[src/hdl/auaq_pkg.sv]
`timescale 1ns / 1ps
`default_nettype none
// ----------------------------------------------------------------------------
// auaq_pkg
// Shared types, codes and sizes for the access-unit admission queue.
// ----------------------------------------------------------------------------
package auaq_pkg;

    localparam int QueueDepth = 64;
    localparam int PtrW       = $clog2(QueueDepth);
    localparam int CntW       = 7;
    localparam int SizeW      = 27;
    localparam int AgeW       = 31;
    // One entry memory word: time, size, handle.
    localparam int EntW       = 64 + SizeW + 32;

    // Operation codes.
    localparam logic [1:0] FUNC_ENQ  = 2'd0;
    localparam logic [1:0] FUNC_DEQ  = 2'd1;
    localparam logic [1:0] FUNC_REC  = 2'd2;
    localparam logic [1:0] FUNC_STOP = 2'd3;

    // Reason codes.
    localparam logic [3:0] R_ACCEPTED  = 4'd0;
    localparam logic [3:0] R_DEQUEUED  = 4'd1;
    localparam logic [3:0] R_UNUSABLE  = 4'd2;
    localparam logic [3:0] R_STOPPED   = 4'd3;
    localparam logic [3:0] R_TIME      = 4'd4;
    localparam logic [3:0] R_INVALID   = 4'd5;
    localparam logic [3:0] R_STALE     = 4'd6;
    localparam logic [3:0] R_AGE       = 4'd7;
    localparam logic [3:0] R_AWAIT     = 4'd8;
    localparam logic [3:0] R_TOO_LARGE = 4'd9;
    localparam logic [3:0] R_CAPACITY  = 4'd10;
    localparam logic [3:0] R_EMPTY     = 4'd11;
    localparam logic [3:0] R_RECOVERY  = 4'd12;
    localparam logic [3:0] R_NOACTION  = 4'd13;
    localparam logic [3:0] R_STOPNOW   = 4'd14;

    // Register indexes.
    localparam logic [1:0] REG_MAX_UNITS = 2'd0;
    localparam logic [1:0] REG_MAX_BYTES = 2'd1;
    localparam logic [1:0] REG_MAX_AGE   = 2'd2;

    typedef enum logic [1:0] {
        S_IDLE,
        S_EXEC,
        S_OUT
    } t_state;

    // Controller to datapath.
    typedef struct packed {
        logic load;   // capture the input item and read the head entry
        logic exec;   // evaluate and commit the operation
    } t_cmd;

    // Datapath to controller.
    typedef struct packed {
        logic done;
    } t_status;

    typedef struct packed {
        logic             accepted;
        logic             recovery_needed;
        logic             unusable;
        logic [3:0]       reason;
        logic [31:0]      out_handle;
        logic [SizeW-1:0] out_size;
        logic [CntW-1:0]  queued_units;
        logic [SizeW-1:0] queued_bytes;
        logic             waiting_recovery;
    } t_result;

endpackage
`default_nettype wire

[src/hdl/auaq_ctrl.sv]
`timescale 1ns / 1ps
`default_nettype none
// ----------------------------------------------------------------------------
// auaq_ctrl
// Controller: takes an item, runs it through the datapath, holds the result.
// ----------------------------------------------------------------------------
module auaq_ctrl
    import auaq_pkg::*;
(
    input  wire logic    i_clk,
    input  wire logic    i_rst_n,
    input  wire logic    i_in_valid,
    output logic         o_in_ready,
    output logic         o_out_valid,
    input  wire logic    i_out_ready,
    input  wire t_status i_status,
    output t_cmd         o_cmd
);

    t_state r_state, n_state;

    // State register.
    always_ff @(posedge i_clk) begin
        if (!i_rst_n) begin
            r_state <= S_IDLE;
        end else begin
            r_state <= n_state;
        end
    end

    // Next state and commands.
    always_comb begin
        n_state     = r_state;
        o_in_ready  = 1'b0;
        o_out_valid = 1'b0;
        o_cmd       = '0;
        unique case (r_state)
            S_IDLE: begin
                o_in_ready = 1'b1;
                if (i_in_valid) begin
                    o_cmd.load = 1'b1;
                    n_state    = S_EXEC;
                end
            end
            S_EXEC: begin
                o_cmd.exec = 1'b1;
                if (i_status.done) begin
                    n_state = S_OUT;
                end
            end
            S_OUT: begin
                o_out_valid = 1'b1;
                if (i_out_ready) begin
                    n_state = S_IDLE;
                end
            end
            default: n_state = S_IDLE;
        endcase
    end

endmodule
`default_nettype wire

[config.mk]
export PLATFORM = sky130hd
export DESIGN_NAME = auaq_ctrl
export DESIGN_NICKNAME = d
export VERILOG_FILES = /design/src/hdl/auaq_pkg.sv /design/src/hdl/auaq_ctrl.sv
export SDC_FILE = /design/constraint.sdc
export NUM_CORES = 1
export LEC_CHECK = 0
export BUFFER_PORTS_ARGS = -buffer_cell sky130_fd_sc_hd__buf_4
export CAP_MARGIN = 20
export CORE_AREA = 2 2 39 41
export DETAILED_ROUTE_END_ITERATION = 7
export DIE_AREA = 0 0 41 43
export PLACE_DENSITY = 0.35
export SLEW_MARGIN = 10
export SYNTH_ARGS = -nofsm -noshare
export SYNTH_HDL_FRONTEND = slang
export SYNTH_SLANG_ARGS = --single-unit
export TNS_END_PERCENT = 50
[constraint.sdc]
create_clock -name i_clk -period 1.9 [get_ports i_clk]
set_input_delay 0.19 -clock i_clk [delete_from_list [all_inputs] [get_ports i_clk]]
set_output_delay 0.19 -clock i_clk [all_outputs]
set_load 0.05 [all_outputs]
==> impl_metrics.toml, run 1 <==
[timing]
fin_worst_skew_ps = 0.553
fin_tns_setup_ps = 0
finalSetupViolCount = 0
rsz0062_at_grt = "false"
hold_slack_ps = 175
timing.fmax_mhz = 806
final-hold-violation-count = 0
slew_violations = 0
finalWorstSetupSlack_ps = 659
relSlewSlack = 0.799
tightest_slew_ps = 301
fin_crit_sh = 0.653
period_needed_ps = 1240

[placed_design]
dp_hpwl_um = 242
place_area_um2 = 176
post-place-ws_ps = 900
dpl.cell_count = 35
gp_congestion = 0.556
port-buffer-count = 8

[layout]
instances_no_fill = 38
largest_register_ffs = 2
nFillCells = 157
fin_util = 0.144
reg.largest.list = "r_state (2)"
final-seq-area_um2 = 40.0
layout_common_cells = "buf_4, nor2b_1, clkbuf_4, nor2_1, dfxtp_1"
final_common_cell = "buf_4"
syn_to_final_growth_pct = 106
largest_register = "r_state"
fin_area_um2 = 199
n_antenna_cell = 0
drive_gt1_frac = 0.500
nets = 29
multi_input_area_um2 = 52.6

[drt]
routed-via-count = 115
viasPerCell = 3.03
wire_per_inst_um = 8.50
first_pass_iters = 2
drc = 0
drt_iter0_drc = 3
drt-total-wl_um = 323
ant_nets = 0

[status]
status = "finished clean"

[worst_hold_path]
min_from = "i_status"
holdCritPathClass = "input pin to flip-flop"
holdPathStages = 2
holdPathEnd = "r_state[0]"

[critical_path]
crit_path_max_fanout = 5
r2r_end = "r_state[1]"
path_class = "flip-flop to primary output"
arrival_ps = 1050
cp-end-kind = "primary output"
reg2regPathDepth = 2
cp.required_ps = 1710
r2r_setup_slack_ps = 1040
r2r_start = "r_state[0]"
worstSetupStartpointType = "flip-flop"

[power]
cellPowerDensity_mw_per_mm2 = 1000
p_leak_nw = 0.0920
irDropWorstVdd_mv = 0.332
p_total_mw = 0.200

[grt]
busiest_layer = "met4"
use_met1 = 0.0607
overflow = 0
first_global_vias = 136
antenna_found_initial = 0
track_usage = 0.0511
grt_max_degree = 6
met2_usage = 0.0500
use_met3 = 0.0209
grt_pass1_wl_um = 517

[clock_tree]
cts_root_buf = "clkbuf_4"
clkTransAtPathRegs_ps = 30
h-tree-depth = 1
cts_tree = "done"
cts-hold-fix-buffers = 0
clockBufferDepth = 2
cts_resized = 0
cts_buffers = 3
clk_latency_ps = 220
post-cts-setup-buffers = 0
cts_sinks = 2

[floorplan]
die_h_um = 43
rows = 14
die_area_mm2 = 0.00176
die_w_um = 41
core_region_area_mm2 = 0.00138
start_util = 0.0696
io-pin-count = 9

[logic_synthesis]
synth.cell_area_um2 = 96.3
ys_warn_count = 0
syn-num-nets = 16
synthCells = 11
syn-mean-instance-area_um2 = 8.76
synth_seq_area_share = 0.416
synth_seq_cells = 2
synth.distinct_cells = 7

[run]
drv_cap = 0
## metal layers
| layer | vias to the layer above | wire length (um) |
|---|---|---|
| li1 | 60 | - |
| met1 | 46 | 160 |
| met2 | 9 | 104 |
| met3 | 0 | 58 |
| met4 | 0 | 0 |
| met5 | - | 0 |
## final cells by class
cell class | count | area share
well taps | 16 | 0.101
flip-flops and latches | 2 | 0.201
repair buffers | 8 | 0.302
clock buffers | 3 | 0.113
inverters | 1 | 0.0189
multi-input cells | 8 | 0.264
## how the worst max path moves through the flow
stage               start       end  cells past startpoint
2_1_floorplan  r_state[0]  o_cmd[1]                      2
3_3_place_gp   r_state[0]  o_cmd[1]                      3
3_5_place_dp   r_state[0]  o_cmd[1]                      3
4_1_cts        r_state[0]  o_cmd[1]                      3
5_1_grt        r_state[0]  o_cmd[1]                      3
6_report       r_state[0]  o_cmd[1]                      3
## cells in the mapped netlist, drive strengths merged
cell type	count	area (um^2)
inv	1	3.75
and2	1	6.26
a32o	1	10.0
nor2	2	7.51
dfxtp	2	40.0
nor2b	3	18.8
a2111oi	1	10.0
## where the power goes
group,total [mW],leakage [nW],switching [mW],internal [mW]
Combinational,0.0578,0.0617,0.0375,0.0203
Clock,0.0934,0.0138,0.0237,0.0696
Sequential,0.0484,0.0165,0.00302,0.0454
## worst max-delay path: stages, from the launching register on
cell	delay (ps)
dfxtp_1	330
nor2_1	160
and2_1	150
buf_4	190
## logic make-up after synthesis
family                 count (synthesis)  share of synthesized area
and+or+nand+nor                        6                      0.338
DFF                                    2                      0.416
AOI/OAI and AO/OA                      2                      0.208
buffers and inverters                  1                     0.0389
No activity file was read; power rests on OpenSTA's default activity.
==> run 2: changes to the inputs <==
--- a/config.mk
+++ b/config.mk
@@ -5,12 +5,13 @@
 export SDC_FILE = /design/constraint.sdc
 export NUM_CORES = 1
 export LEC_CHECK = 0
+export ABC_AREA = 1
 export BUFFER_PORTS_ARGS = -buffer_cell sky130_fd_sc_hd__buf_4
 export CAP_MARGIN = 20
 export CORE_AREA = 2 2 39 41
 export DETAILED_ROUTE_END_ITERATION = 7
 export DIE_AREA = 0 0 41 43
-export PLACE_DENSITY = 0.35
+export PLACE_DENSITY = 0.37
 export SLEW_MARGIN = 10
 export SYNTH_ARGS = -nofsm -noshare
 export SYNTH_HDL_FRONTEND = slang
==> constraint.sdc (replaced) <==
create_clock -name i_clk -period 1.02 [get_ports i_clk]
set_input_delay 0.102 -clock i_clk [delete_from_list [all_inputs] [get_ports i_clk]]
set_output_delay 0.102 -clock i_clk [all_outputs]
set_load 0.05 [all_outputs]
==> run 2 against run 1 <==
- the run now ends with negative setup slack left
- clock skew up 2.6 ps
- count of clock-buffer cells in the layout is the same
- synthesized area rose by 13%
- synthesized cell count grew 36%
- first-iteration DRC count fell by 33%
- flip-flop and latch count unchanged
- critical path type unchanged
- critical endpoint unchanged
==> impl_metrics.toml, run 2 <==
[grt]
first_global_vias = 154
grt_max_degree = 6
overflow = 0
grt_pass1_wl_um = 621
track_usage = 0.0621
antenna_found_initial = 0

[timing]
finalWorstSetupSlack_ps = -46.7
period_needed_ps = 1070
fin_tns_setup_ps = -73.5
final-hold-violation-count = 0
tightest_slew_ps = 147
relSlewSlack = 0.903
fin_worst_skew_ps = 3.13
finalSetupViolCount = 3
rsz0062_at_grt = "true"
timing.fmax_mhz = 937
fin_crit_sh = 1.05
slew_violations = 0

[run]
drv_cap = 0

[critical_path]
cp_slowest_cell = "dfxtp_4"
startpoint = "r_state[0]"
r2r_start = "r_state[0]"
cp_slowest_stage_delay_ps = 350
worstSetupStartpointType = "flip-flop"
arrival_ps = 960
path_class = "flip-flop to primary output"
cp-end-kind = "primary output"
path_cells = "nor2_4, nand2_2, inv_2, buf_8"
cp.required_ps = 920
crit_path_max_fanout = 5

[clock_tree]
cts_sinks = 2
cts_tree = "done"
clk_latency_ps = 230
cts_root_buf = "clkbuf_4"
clkTransAtPathRegs_ps = 30
cts_buffers = 3
clockBufferDepth = 2
cts-hold-fix-buffers = 0
h-tree-depth = 1

[layout]
final_common_cell = "buf_4"
n_antenna_cell = 0
layout_common_cells = "buf_4, inv_1, clkbuf_4"
largest_register = "r_state"
syn_to_final_growth_pct = 138
fin_util = 0.187
nets = 35
largest_register_ffs = 2
reg.largest.list = "r_state (2)"
drive_gt1_frac = 0.750

[logic_synthesis]
synthCells = 15
synth_seq_cells = 2
ys.flop_type = "dfxtp_1"
synth_top_area_frac = 0.368
synth.cell_area_um2 = 109
yosysMostFrequentCell = "inv_1"
synth_area_leaders = "dfxtp_1, inv_1, nand3b_1, a21oi_2, nor2_1"
synth_seq_area_share = 0.368
syn-mean-instance-area_um2 = 7.26
ys_warn_count = 0
synth.distinct_cells = 9
synth_top_area_cell = "dfxtp_1"
synth-async-reset-ratio = 0
synthTopCellsByCount = "inv_1, dfxtp_1, nand3b_1, nor2_1"
synth_edf_count = 0
syn-num-nets = 20

[worst_hold_path]
min_from = "i_rst_n"
holdCritPathClass = "input pin to flip-flop"

[placed_design]
port-buffer-count = 8
dp_hpwl_um = 227
post-place-ws_ps = 124
gp_congestion = 0.613

[drt]
ant_nets = 0
drt_iter0_drc = 2
first_pass_iters = 2
viasPerCell = 3.27
drc = 0
wire_per_inst_um = 8.09
drt-total-wl_um = 356
routed-via-count = 144

[status]
violations = "negative setup slack"
status = "finished with violations"

[floorplan]
start_util = 0.0787
io-pin-count = 9
die_h_um = 43
rows = 14
core_region_area_mm2 = 0.00138
die_w_um = 41
die_area_mm2 = 0.00176

[power]
cellPowerDensity_mw_per_mm2 = 1520
irDropWorstVdd_mv = 0.533
p_leak_nw = 0.117
p_total_mw = 0.395
==> run 2: cell types whose count changed after synthesis, sizes merged <==
| cell | change |
|---|---|
| a2111oi | -1 |
| a21oi | +2 |
| a32o | -1 |
| and2 | -1 |
| inv | +3 |
| nand2 | +1 |
| nand3 | +1 |
| nand3b | +2 |
| nor2 | +1 |
| nor2b | -3 |
==> run 2: cell families after synthesis <==
family                 Yosys count  synth area share
flip-flops                       2             0.368
buffers and inverters            4             0.138
AND/OR/NAND/NOR                  7             0.368
AO/OA/AOI/OAI                    2             0.126
==> run 2: path summary, 6_finish.rpt <==
path,endpoint,slack (ps),cells after the start
max,o_cmd[1],-50,4
min,r_state[0],120,3
max reg2reg,r_state[0],60,5
min reg2reg,r_state[1],530,2
==> run 2: where the power goes <==
part           switching (mW)  internal, mW  total (mW)  leakage [nW]
clock                  0.0457         0.130       0.175        0.0138
sequential            0.00929        0.0824      0.0917        0.0178
combinational          0.0729        0.0548       0.128        0.0853
total                   0.128         0.267       0.395         0.117
==> run 2: metrics by stage <==
step	cell area [um^2]	std cells	hold WS, ps
after floorplan	114	15	242
after CTS	246	43	118
after global routing	259	44	137
after global placement	194	39	346
final	259	44	123
after detailed placement	194	39	353
==> run 2: cell type report <==
cell class / instances / area (um^2)
Fill cell: 153 / 1120
Timing Repair Buffer: 10 / 90.1
Clock buffer: 3 / 22.5
Tap cell: 16 / 20.0
Sequential cell: 2 / 47.5
Multi-Input combinational cell: 9 / 63.8
Inverter: 4 / 15.0
==> run 2: per-layer routing <==
layer,GRT usage,share of wire,up-vias
met5,0,0,-
met4,0.0800,0,0
met3,0.0471,0.11,0
met2,0.0656,0.51,11
met1,0.0639,0.38,59
li1,-,-,74
==> run 2: worst max-delay path: cells and delay by family, from the launching register on <==
family        cells  cell delay, ps
simple gates      2             190
buf+inv           2             190
flops             1             350
==> run 2: timing repair <==
item                                    CTS  global route
pin swaps                                 2             3
setup buffers                             1             1
gates resized for setup                   9             2
endpoints found under the setup margin    4             4
